===== config.mk =====
export PLATFORM = sky130hd
export DESIGN_NAME = sample_rate_divider_search_core
export DESIGN_NICKNAME = d
export VERILOG_FILES = /design/src/srds_pkg.sv /design/src/srds_datapath.sv /design/src/srds_ctrl.sv /design/src/sample_rate_divider_search_core.sv
export SDC_FILE = /design/constraint.sdc
export NUM_CORES = 2
export LEC_CHECK = 0
export BUFFER_PORTS_ARGS = -buffer_cell sky130_fd_sc_hd__buf_2
export CAP_MARGIN = 10
export CORE_MARGIN = 1.5
export CORE_UTILIZATION = 45
export CTS_CLUSTER_SIZE = 10
export DETAILED_ROUTE_END_ITERATION = 16
export PLACE_DENSITY = 0.7
export SYNTH_ARGS = -nofsm -noshare
export SYNTH_HDL_FRONTEND = slang
export SYNTH_SLANG_ARGS = --single-unit

===== constraint.sdc =====
create_clock -name clk -period 22.5 [get_ports clk]
set_input_delay 6.75 -clock clk [delete_from_list [all_inputs] [get_ports clk]]
set_output_delay 6.75 -clock clk [all_outputs]
set_load 0.01 [all_outputs]

===== src/srds_pkg.sv =====
package srds_pkg;

  // Field and bus widths.
  localparam int RATE_W        = 64;
  localparam int FRAC_W        = 52;
  localparam int MANT_W        = 53;
  localparam int EXPF_W        = 11;
  localparam int EXP_SH_W      = 5;
  localparam int SYNTH_W       = 33;
  localparam int DIV_OUT_W     = 5;
  localparam int FILT_W        = 25;
  localparam int FHZ_W         = 32;
  localparam int THR_W         = 34;
  localparam int IN_TDATA_W    = 64;
  localparam int OUT_TDATA_W   = 64;

  // IEEE-754 double exponent bias and the largest accepted biased exponent field.
  localparam logic [EXPF_W-1:0] EXP_BIAS    = 11'd1023;
  localparam logic [EXPF_W-1:0] EXP_TOP     = 11'd1054;
  localparam logic [FRAC_W-1:0] FRAC_ONES   = '1;

  // Default number of tries of the divider search.
  localparam int MAX_TRIES_DEF = 32;

  // Baseband filter widths in Hz, ascending.
  localparam int FILTER_COUNT  = 16;
  localparam int FILT_IDX_W    = 4;
  localparam logic [FILT_W-1:0] FILTER_TABLE [FILTER_COUNT] = '{
    25'd1750000,  25'd2500000,  25'd3500000,  25'd5000000,
    25'd5500000,  25'd6000000,  25'd7000000,  25'd8000000,
    25'd9000000,  25'd10000000, 25'd12000000, 25'd14000000,
    25'd15000000, 25'd20000000, 25'd24000000, 25'd28000000
  };

  // Controller states.
  typedef enum logic [2:0] {
    ST_IDLE,
    ST_SEARCH,
    ST_ROUND,
    ST_TRIPLE,
    ST_FILTER,
    ST_FINISH
  } srds_state_t;

  // Commands from the controller to the datapath.
  typedef enum logic [2:0] {
    CMD_NONE,
    CMD_LOAD,
    CMD_STEP,
    CMD_FALLBACK,
    CMD_ROUND,
    CMD_TRIPLE,
    CMD_FILT,
    CMD_FINISH
  } srds_cmd_t;

  // Status from the datapath to the controller.
  typedef struct packed {
    logic in_err;
    logic hit;
    logic last;
    logic filt_last;
    logic out_free;
  } srds_status_t;

endpackage


===== src/srds_datapath.sv =====
module srds_datapath #(
  parameter int MAX_TRIES = srds_pkg::MAX_TRIES_DEF
) (
  input  logic                             clk,
  input  logic                             rst_n,
  input  logic [srds_pkg::RATE_W-1:0]      rate_bits,
  input  srds_pkg::srds_cmd_t              cmd,
  input  logic                             out_tready,
  output srds_pkg::srds_status_t           status,
  output logic                             out_tvalid,
  output logic [srds_pkg::OUT_TDATA_W-1:0] out_tdata,
  output logic                             out_tuser
);
  import srds_pkg::*;

  localparam int DIV_W  = $clog2(MAX_TRIES);
  localparam int PROD_W = MANT_W + DIV_W;
  localparam int SUM_W  = PROD_W + 1;
  localparam int MUL_W  = FILT_W + DIV_W + 2;

  // Fields of the incoming double.
  logic                  sign_w;
  logic [EXPF_W-1:0]     expf_w;
  logic [FRAC_W-1:0]     fbits_w;
  logic [EXP_SH_W-1:0]   e_in_w;
  logic [FRAC_W-1:0]     frac_in_w;
  logic [FRAC_W-1:0]     mask_in_w;
  logic [MANT_W-1:0]     mant_in_w;
  logic                  in_err_w;

  // Working registers.
  logic                  err_r;
  logic [EXP_SH_W-1:0]   e_r;
  logic [FRAC_W-1:0]     frac_r;
  logic [FRAC_W-1:0]     mask_r;
  logic [MANT_W-1:0]     mant_r;
  logic [FRAC_W-1:0]     acc_r;
  logic [PROD_W-1:0]     pacc_r;
  logic [DIV_W-1:0]      div_r;
  logic [FHZ_W-1:0]      fhz_r;
  logic [THR_W-1:0]      thr_r;
  logic [FILT_IDX_W-1:0] k_r;
  logic [FILT_W-1:0]     best_r;

  // Output register.
  logic                   out_valid_r;
  logic                   out_valid_nxt;
  logic [OUT_TDATA_W-1:0] out_tdata_r;
  logic                   out_tuser_r;

  // Combinational results of each step.
  logic                  hit_w;
  logic [5:0]            s_w;
  logic [SUM_W-1:0]      half_w;
  logic [SUM_W-1:0]      sum_w;
  logic [SUM_W-1:0]      shr_w;
  logic [FHZ_W-1:0]      fhz_w;
  logic [THR_W-1:0]      thr_w;
  logic [MUL_W-1:0]      mul_w;
  logic                  fit_w;
  logic                  out_free_w;

  // Decode the input beat; the fraction is left aligned in 52 bits.
  assign sign_w    = rate_bits[RATE_W-1];
  assign expf_w    = rate_bits[RATE_W-2:FRAC_W];
  assign fbits_w   = rate_bits[FRAC_W-1:0];
  assign in_err_w  = sign_w || (expf_w < EXP_BIAS) || (expf_w > EXP_TOP);
  assign e_in_w    = EXP_SH_W'(expf_w - EXP_BIAS);
  assign frac_in_w = fbits_w << e_in_w;
  assign mask_in_w = FRAC_ONES << ({1'b0, e_in_w} + 6'd4);
  assign mant_in_w = {1'b1, fbits_w};

  // The current multiple qualifies when its masked bits are all zero or all one.
  assign hit_w = ((acc_r & mask_r) == '0) || ((~acc_r & mask_r) == '0);

  // Round rate times divider to an integer and saturate to 32 bits.
  assign s_w    = 6'd52 - {1'b0, e_r};
  assign half_w = SUM_W'(1) << (s_w - 6'd1);
  assign sum_w  = {1'b0, pacc_r} + half_w;
  assign shr_w  = sum_w >> s_w;
  assign fhz_w  = (shr_w[SUM_W-1:FHZ_W] != '0) ? '1 : shr_w[FHZ_W-1:0];

  // Three times the rounded frequency.
  assign thr_w = {1'b0, fhz_r, 1'b0} + {2'b00, fhz_r};

  // An entry fits when entry * 4 * divider does not exceed 3 * frequency.
  assign mul_w = (MUL_W'(FILTER_TABLE[k_r]) * MUL_W'(div_r)) << 2;
  assign fit_w = THR_W'(mul_w) <= thr_r;

  assign out_free_w = !out_valid_r || out_tready;

  // Status to the controller.
  always_comb begin
    status.in_err    = in_err_w;
    status.hit       = hit_w;
    status.last      = (div_r == DIV_W'(MAX_TRIES - 1));
    status.filt_last = (k_r == FILT_IDX_W'(FILTER_COUNT - 1));
    status.out_free  = out_free_w;
  end

  // Working registers, driven by the controller's command.
  always_ff @(posedge clk) begin
    case (cmd)
      CMD_LOAD: begin
        err_r  <= in_err_w;
        e_r    <= e_in_w;
        frac_r <= frac_in_w;
        mask_r <= mask_in_w;
        mant_r <= mant_in_w;
        acc_r  <= frac_in_w;
        pacc_r <= PROD_W'(mant_in_w);
        div_r  <= DIV_W'(1);
      end
      CMD_STEP: begin
        acc_r  <= acc_r + frac_r;
        pacc_r <= pacc_r + PROD_W'(mant_r);
        div_r  <= div_r + DIV_W'(1);
      end
      CMD_FALLBACK: begin
        pacc_r <= PROD_W'(mant_r);
        div_r  <= DIV_W'(1);
      end
      CMD_ROUND: begin
        fhz_r <= fhz_w;
      end
      CMD_TRIPLE: begin
        thr_r  <= thr_w;
        k_r    <= '0;
        best_r <= FILTER_TABLE[0];
      end
      CMD_FILT: begin
        if (fit_w) begin
          best_r <= FILTER_TABLE[k_r];
        end
        k_r <= k_r + FILT_IDX_W'(1);
      end
      CMD_FINISH: begin
        if (err_r) begin
          out_tdata_r <= {1'b0, FILTER_TABLE[0], DIV_OUT_W'(1), SYNTH_W'(0)};
        end else begin
          out_tdata_r <= {1'b0, best_r, DIV_OUT_W'(div_r), fhz_r, 1'b0};
        end
        out_tuser_r <= err_r;
      end
      default: begin
      end
    endcase
  end

  // Output valid: set when a result is loaded, cleared when it is taken.
  always_comb begin
    out_valid_nxt = out_valid_r;
    if (cmd == CMD_FINISH) begin
      out_valid_nxt = 1'b1;
    end else if (out_tready) begin
      out_valid_nxt = 1'b0;
    end
  end

  always_ff @(posedge clk) begin
    if (!rst_n) begin
      out_valid_r <= 1'b0;
    end else begin
      out_valid_r <= out_valid_nxt;
    end
  end

  assign out_tvalid = out_valid_r;
  assign out_tdata  = out_tdata_r;
  assign out_tuser  = out_tuser_r;

  // A result is only loaded when the output register is free.
  a_finish_free: assert property (@(posedge clk) disable iff (!rst_n)
    cmd == CMD_FINISH |-> out_free_w)
    else $error("result loaded over a pending beat");

  // An out-of-range beat carries zero frequency and a divider of one.
  a_err_fields: assert property (@(posedge clk) disable iff (!rst_n)
    (out_valid_r && out_tuser_r) |->
      (out_tdata_r[SYNTH_W-1:0] == '0) &&
      (out_tdata_r[SYNTH_W+DIV_OUT_W-1:SYNTH_W] == DIV_OUT_W'(1)))
    else $error("error beat with unexpected fields");

  // The filter width is never below the narrowest table entry.
  a_filt_floor: assert property (@(posedge clk) disable iff (!rst_n)
    out_valid_r |->
      (out_tdata_r[SYNTH_W+DIV_OUT_W+FILT_W-1:SYNTH_W+DIV_OUT_W] >= FILTER_TABLE[0]))
    else $error("filter width below table");

endmodule


===== src/srds_ctrl.sv =====
module srds_ctrl (
  input  logic                   clk,
  input  logic                   rst_n,
  input  logic                   in_tvalid,
  input  srds_pkg::srds_status_t status,
  output logic                   in_tready,
  output srds_pkg::srds_cmd_t    cmd
);
  import srds_pkg::*;

  srds_state_t state_r;
  srds_state_t state_nxt;

  // Next state.
  always_comb begin
    state_nxt = state_r;
    case (state_r)
      ST_IDLE: begin
        if (in_tvalid) begin
          state_nxt = status.in_err ? ST_FINISH : ST_SEARCH;
        end
      end
      ST_SEARCH: begin
        if (status.hit || status.last) begin
          state_nxt = ST_ROUND;
        end
      end
      ST_ROUND: begin
        state_nxt = ST_TRIPLE;
      end
      ST_TRIPLE: begin
        state_nxt = ST_FILTER;
      end
      ST_FILTER: begin
        if (status.filt_last) begin
          state_nxt = ST_FINISH;
        end
      end
      ST_FINISH: begin
        if (status.out_free) begin
          state_nxt = ST_IDLE;
        end
      end
      default: begin
        state_nxt = ST_IDLE;
      end
    endcase
  end

  // Commands to the datapath; no beat is taken while reset is held.
  always_comb begin
    cmd       = CMD_NONE;
    in_tready = 1'b0;
    case (state_r)
      ST_IDLE: begin
        in_tready = rst_n;
        if (in_tvalid && rst_n) begin
          cmd = CMD_LOAD;
        end
      end
      ST_SEARCH: begin
        if (status.hit) begin
          cmd = CMD_NONE;
        end else if (status.last) begin
          cmd = CMD_FALLBACK;
        end else begin
          cmd = CMD_STEP;
        end
      end
      ST_ROUND: begin
        cmd = CMD_ROUND;
      end
      ST_TRIPLE: begin
        cmd = CMD_TRIPLE;
      end
      ST_FILTER: begin
        cmd = CMD_FILT;
      end
      ST_FINISH: begin
        if (status.out_free) begin
          cmd = CMD_FINISH;
        end
      end
      default: begin
        cmd = CMD_NONE;
      end
    endcase
  end

  // State register.
  always_ff @(posedge clk) begin
    if (!rst_n) begin
      state_r <= ST_IDLE;
    end else begin
      state_r <= state_nxt;
    end
  end

  // A qualifying multiple ends the search at once.
  a_hit_ends: assert property (@(posedge clk) disable iff (!rst_n)
    (state_r == ST_SEARCH && status.hit) |=> state_r == ST_ROUND)
    else $error("search continued past a qualifying multiple");

endmodule


===== src/sample_rate_divider_search_core.sv =====
// Operation: each input beat is searched over at most MAX_TRIES-1 multiples, then
// rounded, tripled and scanned against the filter table; out-of-range input skips these.
// Input: a new beat is taken only in idle, once the last result is loaded; the serial
// search adder and the sixteen-step filter table scan bound how often beats are taken.
// Reset: synchronous, active low; clears the controller state and output valid.
module sample_rate_divider_search_core #(
  parameter int MAX_TRIES = srds_pkg::MAX_TRIES_DEF
) (
  input  logic                             clk,
  input  logic                             rst_n,
  input  logic                             in_tvalid,
  output logic                             in_tready,
  input  logic [srds_pkg::IN_TDATA_W-1:0]  in_tdata,   // [63:0] rate_bits
  output logic                             out_tvalid,
  input  logic                             out_tready,
  // [32:0] synth_freq_hz, [37:33] rate_divider, [62:38] filter_width_hz, [63] zero
  output logic [srds_pkg::OUT_TDATA_W-1:0] out_tdata,
  output logic                             out_tuser   // [0] range_error
);
  import srds_pkg::*;

  srds_cmd_t    cmd;
  srds_status_t status;

  // Sequencer.
  srds_ctrl u_ctrl (
    .clk       (clk),
    .rst_n     (rst_n),
    .in_tvalid (in_tvalid),
    .status    (status),
    .in_tready (in_tready),
    .cmd       (cmd)
  );

  // Search, rounding and filter datapath with the output register.
  srds_datapath #(
    .MAX_TRIES (MAX_TRIES)
  ) u_datapath (
    .clk        (clk),
    .rst_n      (rst_n),
    .rate_bits  (in_tdata),
    .cmd        (cmd),
    .out_tready (out_tready),
    .status     (status),
    .out_tvalid (out_tvalid),
    .out_tdata  (out_tdata),
    .out_tuser  (out_tuser)
  );

endmodule

==> flow_summary_export.csv <==
group,metric,value,unit
run_status,status,"finished clean",
timing,timing.max_slew.rel_slack,0.182,
clocking,clk_pin_slew,0.06,ns
setup_path,critical_path.reg2reg.endpoint,"u_datapath.fhz_r[6]",
setup_path,critical_path.max_stage_delay,0.21,ns
setup_path,timing.critical_path.from_type,"primary input",
global_routing,grt_max_degree,99,
timing,period_share,0.625,
setup_path,critPathCapture,"in_tready",
logic_synthesis,ys_top_cells_by_area,"sky130_fd_sc_hd__edfxtp_1 33%, sky130_fd_sc_hd__ha_1 9.2%, sky130_fd_sc_hd__nand2_1 5.0%",
placed_design,dpl_cell_area,0.0402,mm²
setup_path,critPathArrivalTime,7.32,ns
setup_path,path_depth,4,
detailed_routing,via_per_inst,6.16,
logic_synthesis,library_cells_used_by_synthesis,90,
hold_path,min-delay-path-class,"reg -> reg",
setup_path,cp_cell_sequence,"buf_2 -> nand2b_1 -> nor3_1 -> buf_2",
setup_path,cp.required,15.75,ns
logic_synthesis,syn_area,0.0385,mm²
clocking,hold_buffers,0,
detailed_routing,drt_pre_antenna_iters,8,
logic_synthesis,synth_common_cells,"516 x sky130_fd_sc_hd__nand2_1, 427 x sky130_fd_sc_hd__edfxtp_1, 355 x sky130_fd_sc_hd__nor2_1",
setup_path,critPathSlowestCell,"sky130_fd_sc_hd__nor3_1",
die,ioPinCount,135,
placed_design,port_buffers,128,
logic_synthesis,synth_async_sr_flop_share,0,
timing,fin_setup_tns,0,ns
finish,layout.nets,4754,
global_routing,antenna_found_initial,0,
timing,max_slew.worst_pin.slew,1.21,ns
logic_synthesis,yosysSeqAreaShare,0.335,
logic_synthesis,synthCells,4337,
global_routing,met3_usage,0.0274,
logic_synthesis,yosysMostFrequentCell,"sky130_fd_sc_hd__nand2_1",
timing,fmax,0.0711,GHz
placed_design,dp_hpwl,88100,µm
die,die_h,296,µm
clocking,h_tree_depth,2,
run,cap_viol_max_count,0,
timing,layout_min_cycle_time,14.07,ns
setup_path,timing.reg2reg.setup_slack,12.22,ns
setup_path,worst_setup_path_end_kind,"output port",
timing,worst_clock_skew,0.0559,ns
finish,layout-drive-gt1-share,0.0840,
clocking,cts_buffers,53,
setup_path,worst_r2r_startpoint,"u_datapath.e_r[0]",
global_routing,global_route.usage.total,0.260,
logic_synthesis,synth.avg_cell_area,8.88,µm²
setup_path,cp.buffers_inverters,2,
placed_design,gp_routability_congestion,0.979,
finish,filler_cell_count,8087,
logic_synthesis,yosysTopAreaCellShare,0.333,
die,die_span_x,296,µm
logic_synthesis,synth_warnings,0,
setup_path,worst_path_most_repeated_cell,"sky130_fd_sc_hd__buf_2",
global_routing,grt.met2_usage,0.406,
detailed_routing,finalWirelength,115000,µm
setup_path,worst_setup_path_startpoint,"rst_n",
global_routing,grt_overflow,0,
clocking,max-clock-path-buffers,3,
setup_path,timing.reg2reg.worst_path_depth,28,
timing,setup_viol_count_final,0,
timing,timing.final.ws_setup,8.43,ns
die,core_area,0.0850,mm²
clocking,clk_latency,0.64,ns
setup_path,path_class,"in -> out",
pwr,power_per_cell_area,161,mW/mm²
clocking,cts_setup_buffers,0,
finish,post-route-cell-area,0.0418,mm²
setup_path,worst_path_dominant_cell_family,"buffers and inverters",
die,site_rows,107,
die,fp.dieArea,0.0873,mm²
logic_synthesis,postSynthRegisterBits,431,
clocking,clock_sink_count,431,
global_routing,globalRoute.busiestLayer,"met2",
pwr,leakagePower,17.1,nW
global_routing,grt_use_met1,0.376,
clocking,ctsRootBufferMaster,"sky130_fd_sc_hd__clkbuf_16",
global_routing,global_route_wire_length_before_repair,180000,µm
detailed_routing,ant_nets,0,
global_routing,grt_pass1_vias,31300,
clocking,number_of_instances_resized_during_post_cts_repair,0,
clocking,cts_tree,"done",
logic_synthesis,synthDominantAreaCellType,"sky130_fd_sc_hd__edfxtp_1",
timing,timing.final.max_slew_violations,0,
detailed_routing,detailroute.via_count,34000,
logic_synthesis,synth_top_flop_cell,"sky130_fd_sc_hd__edfxtp_1",
die,starting_density_of_the_core,0.453,
detailed_routing,detailed_route_drc_error_count,0,
detailed_routing,initial_drc_count,3273,
detailed_routing,route.detailed.wl_per_inst,20.9,µm
placed_design,detailedPlace.worstSlack,8.43,ns
timing,finalHoldViolCount,0,
setup_path,critical_path_peak_fanout,4,
timing,setup_repair_after_global_routing_missed_its_margin,"no",
logic_synthesis,synth-edff-count,427,
pwr,ir_drop,0.215,mV
finish,syn_to_final_growth,8.48,%
[cells in the final DEF, fill, tap and decap left out, types with 111 or more instances in the layout]
cell type / instances
sky130_fd_sc_hd__o21ai_0: 241
sky130_fd_sc_hd__a21o_1: 116
sky130_fd_sc_hd__a21oi_1: 330
sky130_fd_sc_hd__mux2i_1: 121
sky130_fd_sc_hd__nand2_1: 514
sky130_fd_sc_hd__inv_1: 240
sky130_fd_sc_hd__buf_2: 127
sky130_fd_sc_hd__edfxtp_1: 427
sky130_fd_sc_hd__xnor2_1: 111
sky130_fd_sc_hd__nor2_1: 355
sky130_fd_sc_hd__ha_1: 280
[flip-flops by register name (all words and copies together) (netlist names)]
register and count:
u_datapath.out_tuser 1, u_datapath.mask_r 52, u_datapath.k_r 4, u_datapath.thr_r 34, u_datapath.pacc_r 58, u_datapath.mant_r 52, u_datapath.frac_r 52, u_datapath.fhz_r 32
u_datapath.best_r 21, u_ctrl.state_r 3, u_datapath.out_tdata 58, u_datapath.out_tvalid 1, u_datapath.err_r 1, u_datapath.div_r 5, u_datapath.e_r 5, u_datapath.acc_r 52
[final cells by class]
cell class	instances	area, µm²	share of cell area
antenna	1	2.50	0.0000599
clock buffer	70	1410	0.0338
clock inverter	13	204	0.00488
inverter	247	932	0.0223
multi-input combinational	3444	24000	0.574
sequential	431	12900	0.309
tap	1144	1430	0.0343
timing repair buffer	165	921	0.0220
[worst min-delay path by stage]
stage	depth (start not counted)	slack (ns)	from	end
after detailed placement	1	0.49	u_datapath.best_r[15]	u_datapath.out_tdata[53]
after global placement	1	0.49	u_datapath.best_r[8]	u_datapath.out_tdata[46]
final	1	0.49	u_datapath.best_r[13]	u_datapath.out_tdata[51]
after floorplan	0	0.45	u_datapath.fhz_r[0]	u_datapath.thr_r[0]
after global routing	1	0.51	u_datapath.best_r[13]	u_datapath.out_tdata[51]
after CTS	1	0.49	u_datapath.best_r[15]	u_datapath.out_tdata[53]
[per-stage QoR]
| stage | instances | total power, mW | util | hold slack, ns |
|---|---|---|---|---|
| final | 5515 | 6.74 | 0.491 | 0.489 |
| after global routing | 5514 | 7.42 | 0.491 | 0.508 |
| after CTS | 5514 | 6.75 | 0.491 | 0.495 |
| after detailed placement | 5431 | 5.90 | 0.472 | 0.487 |
| after global placement | 5431 | 5.82 | 0.472 | 0.491 |
| after floorplan | 4342 | 4.84 | - | 0.449 |
[per-layer routing]
layer | part of all wire | routed length [µm]
met5 | 0 | 0
met4 | 0.034 | 3910
met3 | 0.076 | 8770
met2 | 0.44 | 51300
met1 | 0.45 | 51400
[power breakdown]
part / internal [mW] / switching, mW / total [mW]
combinational: 1.87 / 2.68 / 4.55
sequential: 1.17 / 0.201 / 1.37
clock: 0.472 / 0.344 / 0.816
total: 3.52 / 3.22 / 6.74
[kinds of logic (layout without fill, tap and decap cells)]
kind of cell    after synthesis  in the layout  synth area share
fa+ha+maj                   344            344             0.124
mux                         179            179            0.0589
buf+inv                     467            495            0.0465
other cells                   1              7         0.0000974
simple gates               1492           1492             0.182
compound gates             1235           1235             0.211
flops                       431            431             0.335
xor+xnor                    188            188            0.0428
(Power assumes the default switching activity.)
